`config.mk`:
```
export PLATFORM = sky130hd
export DESIGN_NAME = pcac_ctrl
export DESIGN_NICKNAME = d
export VERILOG_FILES = /design/src/hdl/pcac_pkg.sv /design/src/hdl/pcac_ctrl.sv
export SDC_FILE = /design/constraint.sdc
export NUM_CORES = 1
export LEC_CHECK = 0
export BUFFER_PORTS_ARGS = -buffer_cell sky130_fd_sc_hd__buf_2
export CORE_AREA = 2 2 39 41
export CTS_CLUSTER_DIAMETER = 30
export DETAILED_ROUTE_END_ITERATION = 12
export DIE_AREA = 0 0 41 43
export PLACE_DENSITY_LB_ADDON = 0.3
export SLEW_MARGIN = 20
export SYNTH_ARGS = -nofsm -noshare
export SYNTH_HDL_FRONTEND = slang
export SYNTH_SLANG_ARGS = --single-unit
export TNS_END_PERCENT = 20
```
`constraint.sdc`:
```
create_clock -name clk -period 1.28 [get_ports clk]
set_input_delay 0.192 -clock clk [delete_from_list [all_inputs] [get_ports clk]]
set_output_delay 0.192 -clock clk [all_outputs]
set_load 0.005 [all_outputs]
```
`src/hdl/pcac_pkg.sv`:
```
// shared types and constants of the per-channel autocorrelation accumulator
package pcac_pkg;

	localparam int NUM_CHANNELS_DEF = 2048;
	localparam int NUM_SAMPLES_DEF  = 32;

	localparam int MAX_GAIN = 3;
	localparam int PERCENT  = 100;

	// floor(x / 100) as (x * RECIP) >> RECIP_SHIFT, exact for x below 2**23
	localparam int RECIP_SHIFT = 30;
	localparam logic [23:0] RECIP = 24'd10737419;

	localparam logic [15:0] TPS_RESET  = 16'd100;
	localparam logic [6:0]  DROP_RESET = 7'd10;

	localparam logic [1:0] CFG_TPS  = 2'd0;
	localparam logic [1:0] CFG_DROP = 2'd1;
	localparam logic [1:0] CFG_SC   = 2'd2;

	localparam logic STATUS_STEP = 1'b0;
	localparam logic STATUS_BAD_GAIN = 1'b1;

	typedef enum logic [3:0] {
		ST_CLEAR,
		ST_IDLE,
		ST_LOOK,
		ST_DECIDE,
		ST_MAC_RD,
		ST_MAC_MUL,
		ST_MAC_WR,
		ST_EMIT_RD,
		ST_EMIT_LD,
		ST_ERR
	} state_t;

	typedef struct packed {
		logic clr_wr;
		logic accept;
		logic decide;
		logic mac_wr;
		logic emit_sel;
		logic emit_ld;
		logic err_ld;
	} cmd_t;

	typedef struct packed {
		logic clr_last;
		logic go_look;
		logic go_err;
		logic emit;
		logic mac_done;
		logic emit_last;
	} status_t;

endpackage

```
`src/hdl/pcac_ctrl.sv`:
```
// controller state machine of the accumulator
module pcac_ctrl (
	input  logic               clk,
	input  logic               arst_n,
	input  logic               start,
	input  pcac_pkg::status_t  st,
	output pcac_pkg::cmd_t     cmd,
	output logic               busy
);
	pcac_pkg::state_t state_q, state_d;

	always_ff @(posedge clk or negedge arst_n) begin
		if (!arst_n) begin
			state_q <= pcac_pkg::ST_CLEAR;
		end else begin
			state_q <= state_d;
		end
	end

	always_comb begin
		state_d = state_q;
		case (state_q)
			pcac_pkg::ST_CLEAR: begin
				if (st.clr_last) state_d = pcac_pkg::ST_IDLE;
			end
			pcac_pkg::ST_IDLE: begin
				if (start) begin
					if (st.go_err) state_d = pcac_pkg::ST_ERR;
					else if (st.go_look) state_d = pcac_pkg::ST_LOOK;
				end
			end
			pcac_pkg::ST_LOOK:    state_d = pcac_pkg::ST_DECIDE;
			pcac_pkg::ST_DECIDE:  state_d = pcac_pkg::ST_MAC_RD;
			pcac_pkg::ST_MAC_RD:  state_d = pcac_pkg::ST_MAC_MUL;
			pcac_pkg::ST_MAC_MUL: state_d = pcac_pkg::ST_MAC_WR;
			pcac_pkg::ST_MAC_WR: begin
				if (!st.mac_done) state_d = pcac_pkg::ST_MAC_RD;
				else if (st.emit) state_d = pcac_pkg::ST_EMIT_RD;
				else state_d = pcac_pkg::ST_IDLE;
			end
			pcac_pkg::ST_EMIT_RD: state_d = pcac_pkg::ST_EMIT_LD;
			pcac_pkg::ST_EMIT_LD: begin
				if (st.emit_last) state_d = pcac_pkg::ST_IDLE;
				else state_d = pcac_pkg::ST_EMIT_RD;
			end
			pcac_pkg::ST_ERR:     state_d = pcac_pkg::ST_IDLE;
			default:              state_d = pcac_pkg::ST_IDLE;
		endcase
	end

	always_comb begin
		cmd = '0;
		case (state_q)
			pcac_pkg::ST_CLEAR:   cmd.clr_wr = 1'b1;
			pcac_pkg::ST_IDLE:    cmd.accept = start;
			pcac_pkg::ST_DECIDE:  cmd.decide = 1'b1;
			pcac_pkg::ST_MAC_WR:  cmd.mac_wr = 1'b1;
			pcac_pkg::ST_EMIT_RD: cmd.emit_sel = 1'b1;
			pcac_pkg::ST_EMIT_LD: begin
				cmd.emit_sel = 1'b1;
				cmd.emit_ld = 1'b1;
			end
			pcac_pkg::ST_ERR:     cmd.err_ld = 1'b1;
			default:              cmd = '0;
		endcase
	end

	assign busy = (state_q != pcac_pkg::ST_IDLE);
endmodule

```
Word-level counts from Yosys, hierarchy flattened
Cells that the tools add are included.
{"block": "word_totals", "input_bits": 9, "output_inout_bits": 8, "wordCells": 32, "ff_bits": 4}
{"block": "op_classes", "mux": 15, "n_reduce_logical": 3, "n_eq_ne": 13}
{"op": "$pmux W4 S9", "count": 1}
{"op": "$eq A4 B3 Y1 const B", "count": 4}
{"op": "$mux W4", "count": 4}
{"op": "$mux W3", "count": 3}
{"op": "$eq A4 B2 Y1 const B", "count": 2}
{"op": "$eq A4 B4 Y1 const B", "count": 2}
{"op": "$mux W1", "count": 7}
{"op": "$eq A4 B1 Y1 const B", "count": 1}
{"op": "$logic_not A4 Y1", "count": 1}
{"op": "$ne A2 B2 Y1 const B", "count": 2}
{"op": "$ne A4 B1 Y1 const B", "count": 1}
{"op": "$ne A3 B3 Y1 const B", "count": 1}
{"op": "$reduce_and A3 Y1", "count": 1}
{"op": "$reduce_or A2 Y1", "count": 1}

Longest topological paths before layout
{"block": "logic_depth", "word_depth": 4, "depth_mapped": 5, "ltp_nobuf": 4}

Worst setup path after synthesis
Ideal clock, no wire load.
{"block": "synth_path", "path_type": "reg-to-reg", "from": "reg state_q[1]", "to": "reg state_q[0]", "setup_slack_ns": 0.067, "synth_period_minus_slack_ns": 1.213, "arrival_time_ns": 1.064, "n_path_buf": 1, "path_stages_with_launch": 5, "required_ns": 1.132, "setup_time_ns": 0.148, "cell_sequence": "dfrtp_1 > buf_4 > or3_4 > o21ai_2 > a32oi_1"}
{"block": "synth_via", "elab_chain_cells": 3, "elab_cells_between_ends": 14, "cone_classes": "eq/ne: 11; mux: 1; reduce/logical: 2"}
{"item": "start, declared", "line": "pcac_ctrl.sv:10", "rtl": "pcac_pkg::state_t state_q, state_d;"}
{"item": "start signal, assigned", "line": "pcac_ctrl.sv:14", "rtl": "state_q <= pcac_pkg::ST_CLEAR;"}
{"item": "start signal, assigned", "line": "pcac_ctrl.sv:16", "rtl": "state_q <= state_d;"}
{"item": "$eq A4 B1 Y1 / $logic_not A4 Y1 (equally long branches)", "line": "pcac_ctrl.sv:22", "rtl": "case (state_q)"}
{"item": "$ne A3 B3 Y1 (no line) / $ne A2 B2 Y1 (equally long branches)"}
{"item": "$reduce_and A3 Y1 (no line)"}
Parallel ways exist; a longest one is shown, timed or not.
A chain may end at the register's enable or synchronous reset.

==> flow_metrics.py <==
metrics = {
    "outcome": {
        "status": "finished with violations",
        "failed_checks": "negative setup slack",
    },
    "synthesis": {
        "netlist_top_cells_count": "a21oi_1, inv_1, dfrtp_1",
        "synth-edff-count": 0,
        "ys_types": 28,
        "synth-async-reset-ratio_pct": 100,
        "synthesis.yosys.warnings": 0,
        "yosys.area.top_type": "dfrtp_1",
        "ys_ff_latch": 4,
        "yosys-top-cells-area": "dfrtp_1, a21oi_1, nor4b_4",
        "avgSynthCellArea_um2": 8.15,
        "syn_inst": 49,
        "ys_seq_area_share_pct": 25.1,
        "synth_ff_type": "dfrtp_1",
        "yosysTopAreaCellShare_pct": 25.1,
        "syn_nets": 58,
        "synth_area_um2": 399,
    },
    "setup_path": {
        "path_class": "flop to output pin",
        "crit_start": "state_q[2]$_DFFE_PN0P_",
        "timing.critical_path.to_type": "output pin",
        "critPathBufInv": 1,
        "critical_path.startpoint_type": "flop",
        "cp_max_fo": 3,
        "cp_top_family": "simple AND/OR/NAND/NOR gates",
        "crit_path_top_delay_cell": "dfrtp_1",
        "worstReg2RegStart": "state_q[2]$_DFFE_PN0P_",
        "crit_chain": "nand2b_4, or3_4, o21ai_2, buf_2",
        "slowest_delay_ns": 0.40,
        "critical_path_required_ns": 1.09,
        "critPathArrivalTime_ns": 1.30,
    },
    "clocking": {
        "cts_tree": "yes",
        "cts_buffers": 3,
        "insertion_delay_ns": 0.23,
        "cts.reportedPaths.clkPinSlew_ns": 0.03,
        "cts_buffer_depth": 2,
        "cts-htree-levels": 1,
        "root_buffer": "clkbuf_4",
        "numClockSinks": 4,
    },
    "cells_and_area": {
        "areaGrowthSynthToFinish_pct": 62.1,
        "nNetsFinal": 88,
        "regMostFlops": "state_q",
        "drive_gt1_share_pct": 58.4,
        "largest_register_ffs": 4,
        "final_core_util_pct": 46.7,
        "n_antenna_cell": 0,
        "nFillCells": 150,
        "reg_top3": "state_q: 4 flops",
    },
    "floorplanning": {
        "rows": 14,
        "start_util_pct": 28.8,
        "die_x_um": 41,
        "coreArea_um2": 1380,
        "ios": 17,
        "die_h_um": 43,
        "dieArea_um2": 1760,
    },
    "pwr": {
        "ir_drop_mv": 1.35,
        "p_leak_nw": 0.309,
        "power_density_nw_per_um2": 2210,
    },
    "sta": {
        "finalHoldViolCount": 0,
        "setup_viol": 10,
        "clock_skew_ns": 0.00265,
        "setup_ws_ns": -0.209,
        "tightest_slew_ns": 0.247,
        "rsz0062_at_grt": "true",
        "fin_crit_sh_pct": 116,
        "slew_violations": 0,
        "min_period_ns": 1.49,
        "holdWs_ns": 0.198,
        "max_freq_mhz": 672,
        "slew_headroom_pct": 83.3,
        "tns_ns": -1.26,
    },
    "detailed_routing": {
        "drt_wl_total_um": 1040,
        "drc": 0,
        "drt_iter0_markers": 0,
        "vias": 449,
        "first_pass_iters": 1,
        "wl_per_cell_um": 11.1,
        "postRouteAntennaNets": 0,
        "via_per_inst": 4.83,
    },
    "placement": {
        "dp_hpwl_um": 762,
        "place_ws_ns": -0.121,
        "gp_congestion": 0.765,
        "portBuffers": 16,
    },
    "grt": {
        "grt_pass1_wl_um": 1550,
        "use_met3_pct": 3.66,
        "use_met2_pct": 18.1,
        "grt_antenna_before_repair": 0,
        "met1_usage_pct": 16.9,
        "track_usage_pct": 13.0,
        "grt-ovfl-total": 0,
        "grt_pass1_vias": 379,
        "busiest_layer": "met2",
        "grt_max_degree": 12,
    },
    "worst_hold_path": {
        "holdCritPathClass": "input pin to flop",
        "hp-start": "st[5]",
    },
    "flow_run": {
        "cap_violations": 0,
    },
}
-- what timing repair did --
| action | CTS | global route |
|---|---|---|
| gates cloned | 0 | 0 |
| endpoints found under the setup margin | 10 | 11 |
| resized for setup | 5 | 6 |
| hold endpoints to repair | 4 | 0 |
| pin swaps | 1 | 2 |
| buffers inserted | 0 | 2 |
| hold buffers | 1 | 0 |
-- metal layers --
| layer | wire, um | vias to the layer above |
|---|---|---|
| li1 | - | 233 |
| met1 | 439 | 203 |
| met2 | 537 | 11 |
| met3 | 47 | 2 |
| met4 | 12 | 0 |
| met5 | 0 | - |
-- kinds of logic after synthesis --
family          Yosys count  share of synthesized area, %
simple gates             18                          32.6
flops                     4                          25.1
buf+inv                  10                          12.9
compound gates           17                          29.5
-- metrics by stage --
| step | power, mW | cells | area (um2) |
|---|---|---|---|
| after floorplan | 0.786 | 49 | 399 |
| after global placement | 1.15 | 87 | 558 |
| after detailed placement | 1.15 | 87 | 558 |
| after CTS | 1.34 | 91 | 598 |
| after global routing | 1.56 | 93 | 647 |
| final | 1.43 | 93 | 647 |
-- cell usage in the layout (no fill, tap or decap), drive strengths merged --
master,count
a211oi,1
a21boi,1
a21oi,5
a31oi,1
a32oi,1
and2,1
buf,28
clkbuf,3
dfrtp,4
dlygate4sd3,1
inv,6
nand2,2
nand2b,4
nor2,3
nor2b,1
nor3,2
nor3b,2
nor4,1
nor4b,1
o21ai,4
o22ai,1
o311a,1
o311ai,1
o32ai,1
or3,1
-- path summary, 6_finish.rpt --
| check | to | slack [ns] | cells after the start |
|---|---|---|---|
| max | cmd[2] | -0.21 | 4 |
| min | state_q[0]$_DFFE_PN0P_ | 0.20 | 3 |
| max reg2reg | state_q[0]$_DFFE_PN0P_ | -0.09 | 5 |
| min reg2reg | state_q[2]$_DFFE_PN0P_ | 0.64 | 1 |
| max in group asynchronous | state_q[0]$_DFFE_PN0P_ | 0.86 | 2 |
| min in group asynchronous | state_q[1]$_DFFE_PN0P_ | 0.29 | 2 |
-- worst register-to-register path: stages, from the launching register on --
cell and delay, ns:
dfrtp_1 0.40, nand2b_4 0.15, or3_4 0.35, buf_4 0.15
o21ai_2 0.06, a32oi_1 0.12
-- report_power, final --
group	total, mW	internal, mW	switching (mW)
registers	0.303	0.189	0.114
clock network	0.153	0.105	0.0481
logic	0.973	0.548	0.425
total	1.43	0.842	0.587
-- area by class of cell --
type / instances / area [um2] / share of cell area [%]
clock buffers: 3 / 22.5 / 3.48
inverters: 6 / 22.5 / 3.48
multi-input cells: 35 / 287 / 44.3
flip-flops and latches: 4 / 103 / 15.9
well taps: 16 / 20.0 / 3.09
repair buffers: 29 / 193 / 29.8
(Power assumes the default switching activity.)
